**src/hw/rtl/lbs2d_pkg.sv**
```systemverilog
`timescale 1ns / 1ps
`default_nettype none

package lbs2d_pkg;

  localparam int unsigned LBS_MAX_VERTICES = 65536;
  localparam int unsigned LBS_QDEPTH = 2;

  typedef struct packed {
    logic signed [31:0] pos_x;
    logic signed [31:0] pos_y;
    logic signed [31:0] offset_x;
    logic signed [31:0] offset_y;
    logic [16:0]        weight;
    logic signed [31:0] mat_a;
    logic signed [31:0] mat_b;
    logic signed [31:0] mat_c;
    logic signed [31:0] mat_d;
    logic signed [31:0] trans_x;
    logic signed [31:0] trans_y;
    logic               last_influence;
  } item_t;

  typedef struct packed {
    logic signed [31:0] out_x;
    logic signed [31:0] out_y;
    logic [15:0]        vertex_index;
  } result_t;

  // Prepared influence held in the queue between front and back.
  typedef struct packed {
    logic signed [31:0] vx;
    logic signed [31:0] vy;
    logic [16:0]        weight;
    logic signed [31:0] mat_a;
    logic signed [31:0] mat_b;
    logic signed [31:0] mat_c;
    logic signed [31:0] mat_d;
    logic signed [31:0] trans_x;
    logic signed [31:0] trans_y;
    logic               last;
  } work_t;

  function automatic logic [31:0] sat32(input logic [49:0] v);
    logic [31:0] r;
    if (v[49:31] == {19{v[49]}}) begin
      r = v[31:0];
    end else if (v[49]) begin
      r = 32'h8000_0000;
    end else begin
      r = 32'h7fff_ffff;
    end
    return r;
  endfunction

endpackage

`default_nettype wire

```
**src/hw/rtl/lbs2d_front.sv**
```systemverilog
`timescale 1ns / 1ps
`default_nettype none

module lbs2d_front (
  input  wire                  clk,
  input  wire                  rst,
  input  wire                  item_valid,
  output logic                 item_ready,
  input  lbs2d_pkg::item_t     item,
  output logic                 push_valid,
  input  wire                  push_ready,
  output lbs2d_pkg::work_t     push_data
);

  logic             fv;
  lbs2d_pkg::work_t fdata;
  lbs2d_pkg::work_t prep;

  function automatic logic [31:0] sat_add32(input logic [31:0] a, input logic [31:0] b);
    logic [32:0] s;
    logic [31:0] r;
    s = {a[31], a} + {b[31], b};
    if (s[32] == s[31]) begin
      r = s[31:0];
    end else if (s[32]) begin
      r = 32'h8000_0000;
    end else begin
      r = 32'h7fff_ffff;
    end
    return r;
  endfunction

  always_comb begin
    prep.vx      = sat_add32(item.pos_x, item.offset_x);
    prep.vy      = sat_add32(item.pos_y, item.offset_y);
    prep.weight  = item.weight;
    prep.mat_a   = item.mat_a;
    prep.mat_b   = item.mat_b;
    prep.mat_c   = item.mat_c;
    prep.mat_d   = item.mat_d;
    prep.trans_x = item.trans_x;
    prep.trans_y = item.trans_y;
    prep.last    = item.last_influence;
  end

  assign item_ready = !fv || push_ready;
  assign push_valid = fv;
  assign push_data  = fdata;

  always_ff @(posedge clk) begin
    if (rst) begin
      fv <= 1'b0;
    end else if (item_valid && item_ready) begin
      fv <= 1'b1;
    end else if (push_ready) begin
      fv <= 1'b0;
    end
  end

  always_ff @(posedge clk) begin
    if (item_valid && item_ready) begin
      fdata <= prep;
    end
  end

endmodule

`default_nettype wire

```
**src/hw/rtl/lbs2d_queue.sv**
```systemverilog
`timescale 1ns / 1ps
`default_nettype none

module lbs2d_queue (
  input  wire                  clk,
  input  wire                  rst,
  input  wire                  push_valid,
  output logic                 push_ready,
  input  lbs2d_pkg::work_t     push_data,
  output logic                 head_valid,
  input  wire                  pop,
  output lbs2d_pkg::work_t     head
);

  localparam int unsigned QD  = lbs2d_pkg::LBS_QDEPTH;
  localparam int unsigned PW  = (QD > 1) ? $clog2(QD) : 1;
  localparam int unsigned CW  = $clog2(QD + 1);

  lbs2d_pkg::work_t  mem [QD];
  logic [PW-1:0]     wr_ptr;
  logic [PW-1:0]     rd_ptr;
  logic [CW-1:0]     count;
  logic              push;

  assign push_ready = (count != CW'(QD));
  assign head_valid = (count != '0);
  assign push       = push_valid && push_ready;
  assign head       = mem[rd_ptr];

  always_ff @(posedge clk) begin
    if (push) begin
      mem[wr_ptr] <= push_data;
    end
  end

  always_ff @(posedge clk) begin
    if (rst) begin
      wr_ptr <= '0;
      rd_ptr <= '0;
      count  <= '0;
    end else begin
      if (push) begin
        wr_ptr <= (wr_ptr == PW'(QD - 1)) ? '0 : wr_ptr + 1'b1;
      end
      if (pop) begin
        rd_ptr <= (rd_ptr == PW'(QD - 1)) ? '0 : rd_ptr + 1'b1;
      end
      if (push && !pop) begin
        count <= count + 1'b1;
      end else if (pop && !push) begin
        count <= count - 1'b1;
      end
    end
  end

  a_count_bound: assert property (@(posedge clk) disable iff (rst)
    count <= CW'(QD))
    else $error("Queue count exceeds its depth.");

  a_pop_nonempty: assert property (@(posedge clk) disable iff (rst)
    pop |-> head_valid)
    else $error("Queue popped while empty.");

endmodule

`default_nettype wire

```
**src/hw/rtl/lbs2d_back.sv**
```systemverilog
`timescale 1ns / 1ps
`default_nettype none

module lbs2d_back #(
  parameter int unsigned MAX_VERTICES = lbs2d_pkg::LBS_MAX_VERTICES
) (
  input  wire                  clk,
  input  wire                  rst,
  input  wire                  head_valid,
  input  lbs2d_pkg::work_t     head,
  output logic                 pop,
  output logic                 result_valid,
  input  wire                  result_ready,
  output lbs2d_pkg::result_t   result
);

  localparam int unsigned WRAP = (MAX_VERTICES < 65536) ? MAX_VERTICES : 65536;

  localparam logic [2:0] S_MUL_A = 3'd0;
  localparam logic [2:0] S_MUL_C = 3'd1;
  localparam logic [2:0] S_MUL_B = 3'd2;
  localparam logic [2:0] S_MUL_D = 3'd3;
  localparam logic [2:0] S_WX    = 3'd4;
  localparam logic [2:0] S_WY    = 3'd5;
  localparam logic [2:0] S_ACC_Y = 3'd6;
  localparam logic [2:0] S_DONE  = 3'd7;

  logic [2:0]         step;
  logic [2:0]         step_next;
  logic signed [31:0] mul_a;
  logic signed [31:0] mul_b;
  logic signed [63:0] prod;
  logic [48:0]        tacc;
  logic [31:0]        tx;
  logic [31:0]        ty;
  logic [63:0]        sum_x;
  logic [63:0]        sum_y;
  logic [15:0]        cnt;
  logic [16:0]        cnt_inc;
  logic [48:0]        tacc_start;
  logic [49:0]        tacc_end;
  logic               out_free;
  logic               out_load;

  function automatic logic [63:0] sat_add64(input logic [63:0] a, input logic [63:0] d);
    logic [64:0] s;
    logic [63:0] r;
    s = {a[63], a} + {d[63], d};
    if (s[64] == s[63]) begin
      r = s[63:0];
    end else if (s[64]) begin
      r = {1'b1, 63'd0};
    end else begin
      r = {1'b0, {63{1'b1}}};
    end
    return r;
  endfunction

  always_comb begin
    unique case (step)
      S_MUL_A: begin mul_a = head.vx; mul_b = head.mat_a; end
      S_MUL_C: begin mul_a = head.vy; mul_b = head.mat_c; end
      S_MUL_B: begin mul_a = head.vx; mul_b = head.mat_b; end
      S_MUL_D: begin mul_a = head.vy; mul_b = head.mat_d; end
      S_WX:    begin mul_a = $signed(tx); mul_b = $signed({15'd0, head.weight}); end
      S_WY:    begin mul_a = $signed(ty); mul_b = $signed({15'd0, head.weight}); end
      default: begin mul_a = '0; mul_b = '0; end
    endcase
  end

  always_comb begin
    if (step == S_MUL_C) begin
      tacc_start = {prod[63], prod[63:16]} + {{17{head.trans_x[31]}}, head.trans_x};
    end else begin
      tacc_start = {prod[63], prod[63:16]} + {{17{head.trans_y[31]}}, head.trans_y};
    end
    tacc_end = {tacc[48], tacc} + {{2{prod[63]}}, prod[63:16]};
  end

  assign out_free = !result_valid || result_ready;
  assign out_load = (step == S_DONE) && head.last && out_free;
  assign pop      = (step == S_DONE) && (!head.last || out_free);
  assign cnt_inc  = {1'b0, cnt} + 17'd1;

  always_comb begin
    step_next = step;
    unique case (step)
      S_MUL_A: if (head_valid) step_next = S_MUL_C;
      S_DONE:  if (pop) step_next = S_MUL_A;
      default: step_next = step + 3'd1;
    endcase
  end

  always_ff @(posedge clk) begin
    if (rst) begin
      step         <= S_MUL_A;
      sum_x        <= '0;
      sum_y        <= '0;
      cnt          <= '0;
      result_valid <= 1'b0;
    end else begin
      step <= step_next;
      if (step == S_WY) begin
        sum_x <= sat_add64(sum_x, prod);
      end
      if (step == S_ACC_Y) begin
        sum_y <= sat_add64(sum_y, prod);
      end
      if (out_load) begin
        sum_x        <= '0;
        sum_y        <= '0;
        cnt          <= (cnt_inc == 17'(WRAP)) ? '0 : cnt_inc[15:0];
        result_valid <= 1'b1;
      end else if (result_ready) begin
        result_valid <= 1'b0;
      end
    end
  end

  always_ff @(posedge clk) begin
    prod <= mul_a * mul_b;
    if (step == S_MUL_C || step == S_MUL_D) begin
      tacc <= tacc_start;
    end
    if (step == S_MUL_B) begin
      tx <= lbs2d_pkg::sat32(tacc_end);
    end
    if (step == S_WX) begin
      ty <= lbs2d_pkg::sat32(tacc_end);
    end
    if (out_load) begin
      result.out_x        <= lbs2d_pkg::sat32({{2{sum_x[63]}}, sum_x[63:16]});
      result.out_y        <= lbs2d_pkg::sat32({{2{sum_y[63]}}, sum_y[63:16]});
      result.vertex_index <= cnt;
    end
  end

  a_head_held: assert property (@(posedge clk) disable iff (rst)
    (step != S_MUL_A) |-> head_valid)
    else $error("Back end is working without an item at the queue head.");

  a_sums_cleared: assert property (@(posedge clk) disable iff (rst)
    out_load |=> (sum_x == '0) && (sum_y == '0))
    else $error("Accumulators not cleared after a vertex was finished.");

endmodule

`default_nettype wire

```
**src/hw/rtl/linear_blend_skinning_2d.sv**
```systemverilog
`timescale 1ns / 1ps
`default_nettype none

// Streamed 2D linear blend skinning in signed Q16.16. Each item beat is one
// joint influence; the beat marked last_influence yields one result beat with
// the saturated vertex position and its index, and clears the accumulators.
// The front stage forms position plus offset and feeds a two-entry queue, so
// up to three influences are taken at once, one per cycle until all three
// are held. The back end works on one influence at a time, its single shared
// 32x32 multiplier doing four matrix products and two weight products in
// turn. A result waits in an output register; only the next last beat stalls.
module linear_blend_skinning_2d #(
  parameter int unsigned MAX_VERTICES = lbs2d_pkg::LBS_MAX_VERTICES
) (
  input  wire                  clk,
  input  wire                  rst,
  input  wire                  item_valid,
  output logic                 item_ready,
  input  lbs2d_pkg::item_t     item,
  output logic                 result_valid,
  input  wire                  result_ready,
  output lbs2d_pkg::result_t   result
);

  logic             push_valid;
  logic             push_ready;
  lbs2d_pkg::work_t push_data;
  logic             head_valid;
  logic             pop;
  lbs2d_pkg::work_t head;

  lbs2d_front u_front (
    .clk        (clk),
    .rst        (rst),
    .item_valid (item_valid),
    .item_ready (item_ready),
    .item       (item),
    .push_valid (push_valid),
    .push_ready (push_ready),
    .push_data  (push_data)
  );

  lbs2d_queue u_queue (
    .clk        (clk),
    .rst        (rst),
    .push_valid (push_valid),
    .push_ready (push_ready),
    .push_data  (push_data),
    .head_valid (head_valid),
    .pop        (pop),
    .head       (head)
  );

  lbs2d_back #(
    .MAX_VERTICES (MAX_VERTICES)
  ) u_back (
    .clk          (clk),
    .rst          (rst),
    .head_valid   (head_valid),
    .head         (head),
    .pop          (pop),
    .result_valid (result_valid),
    .result_ready (result_ready),
    .result       (result)
  );

endmodule

`default_nettype wire

```
**config.mk**
```make
export PLATFORM = sky130hd
export DESIGN_NAME = linear_blend_skinning_2d
export DESIGN_NICKNAME = d
export VERILOG_FILES = /design/src/hw/rtl/lbs2d_pkg.sv /design/src/hw/rtl/lbs2d_front.sv /design/src/hw/rtl/lbs2d_queue.sv /design/src/hw/rtl/lbs2d_back.sv /design/src/hw/rtl/linear_blend_skinning_2d.sv
export SDC_FILE = /design/constraint.sdc
export NUM_CORES = 2
export LEC_CHECK = 0
export ABC_AREA = 1
export ABC_CLOCK_PERIOD_IN_PS = 13000
export BUFFER_PORTS_ARGS = -buffer_cell sky130_fd_sc_hd__buf_2
export CAP_MARGIN = 30
export CORE_MARGIN = 4
export CORE_UTILIZATION = 59
export CTS_BUF_LIST = sky130_fd_sc_hd__clkbuf_4 sky130_fd_sc_hd__clkbuf_8
export DETAILED_ROUTE_END_ITERATION = 8
export PLACE_DENSITY = 0.8
export SYNTH_ARGS = -nofsm -noshare
export SYNTH_HDL_FRONTEND = slang
export SYNTH_SLANG_ARGS = --single-unit
```
**constraint.sdc**
```tcl
create_clock -name clk -period 13 [get_ports clk]
set_input_delay 0.65 -clock clk [delete_from_list [all_inputs] [get_ports clk]]
set_output_delay 0.65 -clock clk [all_outputs]
set_load 0.03 [all_outputs]
```
==> impl_results.md <==
- Vias in the first global route: 84400
- Max cap viols: 0
- CTS H-tree lvls: 4
- Hold Crit Class: primary input to register
- Slew margin rel.: 29.2%
- Critical Path Start: u_back.step[1]
- CTS buffer count: 194
- Syn_nets: 13000
- Tmin final: 10.90 ns
- Slew Limit Fails: 0
- Buffers on Ports: 423
- Worst-Margin Slew: 1.06 ns
- Run status: finished, violations left
- Total wire length: 334000 µm
- Setup TNS: 0 ns
- GRT Util Overall: 38.1%
- Final core area utilization: 66.3%
- Failing checks: DRC
- CTS sink cnt: 1233
- 1st-iter DRT viols: 9967
- Hold path start: result_ready
- IO Count: 424
- Drt pass-1 iters: 9
- Mapped cell area: 0.0996 mm²
- Layout net count: 13700
- Clk root buf: clkbuf_8
- Die Wd: 419 µm
- Max frequency: 91.7 MHz
- Core footprint: 0.167 mm²
- Final Cycle Share: 83.9%
- CP max stage delay: 1.11 ns
- Clk slew on worst S/H paths: 0.07 ns
- Synth top area cells: edfxtp_1, fa_1, nand2_1
- Routed wl met2: 151000 µm
- Post-synth top area cell: edfxtp_1
- Fill count: 13200
- Critical path fanouts, max: 66
- Nature of the critical path startpoint: register
- CP Data Required Time: 13.86 ns
- Layout cells sized above 1: 8.70%
- Seq cells post-synth: 1233
- Die ar.: 0.175 mm²
- Die H: 419 µm
- CP arrival: 11.76 ns
- Syn avg cell area: 8.96 µm²
- Vias per cell: 5.86
- Fin Hold WS: 0.142 ns
- Post-CTS setup buffer count: 0
- Routability congestion estimate: 1.06
- Final ANT Viol Nets: 0
- Ys async rst share: 0%
- Setup violators final: 0
- Synthesized instance count: 11100
- Post-cts resize count: 0
- Placed Instance Area: 0.104 mm²
- Reg area: 0.0348 mm²
- GR Overflow Total: 0
- First-pass GRT wire length: 502000 µm
- Top cells by count, synth: nand2_1, inv_1, nor2_1
- EDFF count, synth: 1015
- Largest net degree at the start of global routing: 173
- Setup Skew: 0.0727 ns
- Dpl hpwl: 250000 µm
- Starting Density: 59.5%
- Uppermost layer routed: met5
- Most frequent cell after synthesis: nand2_1
- Ys Warns: 0
- Area Overhead vs Synth: 11.4%
- Residual DRC: 1
- DR WL met3: 39700 µm
- Worst path slowest cell: fa_1
- CTS tree: done
- Critical path class: register to register
- Deepest clock path buffer count: 3
- Final hold violations: 0
- Routed WL per cell: 23.6 µm
- Final instance area: 0.111 mm²
- Clk_lat worst skew: 0.96 ns
- CP endpoint kind: register
- Metal1 wirelength: 123000 µm
- Row count: 150
- Vias post-DR: 82800
- Sequential fraction of the synthesis area: 35.0%
- Antenna violations before repair: 22
- Share of the synthesized area in the top cell type: 30.6%
- Synth Flop Type: edfxtp_1
- Synth cell types: 63
- RSZ-0062 raised after global routing: no
- Footprint of the multi-input gates: 0.0564 mm²
- FF-to-FF Start: u_back.step[1]
[placed cells by master, fill, tap and decap left out, types with 222 or more instances in the layout]
| cell type | count |
|---|---|
| a21oi_1 | 603 |
| buf_2 | 424 |
| edfxtp_1 | 1015 |
| fa_1 | 1088 |
| ha_1 | 482 |
| inv_1 | 1871 |
| nand2_1 | 2141 |
| nand3_1 | 266 |
| nor2_1 | 1534 |
| o21ai_0 | 502 |
| xor2_1 | 222 |
[repair_timing]
action | in CTS | in global routing
hold endpoints to repair | 216 | 0
setup endpoints to repair | 0 | 0
hold buffers | 211 | 0
[layout make-up]
type / count / share of cell area (%)
well taps: 2204 / 2.49
flip-flops and latches: 1233 / 31.4
clock inverters: 93 / 0.774
multi-input cells: 7637 / 50.8
repair buffers: 783 / 5.06
inverters: 1906 / 6.46
diodes: 14 / 0.0316
clock buffers: 268 / 2.99
[path summary, 6_finish.rpt]
kind	cells after the start	to	slack, ns
hold reg to reg	0	u_queue.mem[1][262]	0.41
setup reg to reg	31	u_back.prod[60]	2.10
setup / recovery	31	u_back.prod[60]	2.10
hold / removal	4	u_back.result_valid	0.14
[state kept, by name (all words and copies together) (netlist names), 49 cells and up, named ones only]
name	flops
u_back.prod	64
u_back.result	80
u_back.sum_x	64
u_back.sum_y	64
u_back.tacc	49
u_front.push_data	274
u_queue.mem	548
[per-stage QoR]
| stage | instances | setup slack (ns) |
|---|---|---|
| 6_report | 14100 | 2.10 |
| 5_1_grt | 14100 | 1.48 |
| 4_1_cts | 14100 | 2.20 |
| 3_5_place_dp | 13500 | 2.24 |
| 3_3_place_gp | 13500 | 2.00 |
| 2_1_floorplan | 11100 | 0.198 |
[logic make-up (layout without fill, tap and decap cells)]
kind of cell               count (synthesis)  count (layout)  share of synthesized area (%)
AOI/OAI and AO/OA                       1491            1491                           8.40
xor gates and xnor gates                 322             322                           2.83
adders and majority gates               1570            1570                           27.9
buffers and inverters                   2248            3050                           8.65
DFF                                     1233            1233                           35.0
muxes                                      1               1                         0.0101
other                                      0              14                              0
and+or+nand+nor                         4253            4253                           17.2
[worst max-delay path, delay by kind of cell (launching register included)]
| kind | cells | cell delay (ns) |
|---|---|---|
| adder cells (fa/ha/maj) | 10 | 5.25 |
| buffers and inverters | 11 | 2.87 |
| AND/OR/NAND/NOR | 3 | 0.53 |
| AO/OA/AOI/OAI | 6 | 1.56 |
| flip-flops | 1 | 0.36 |
| XOR/XNOR | 1 | 0.17 |
[routing by layer]
| layer | global-route usage, % | vias up |
|---|---|---|
| met5 | 0 | - |
| met1 | 48.3 | 39900 |
| met4 | 19.4 | 6 |
| met2 | 59.7 | 5066 |
| li1 | - | 36700 |
| met3 | 11.2 | 1147 |
Power is not shown: default switching activity piles up to over one toggle a cycle in this logic, so the estimate is an artifact.
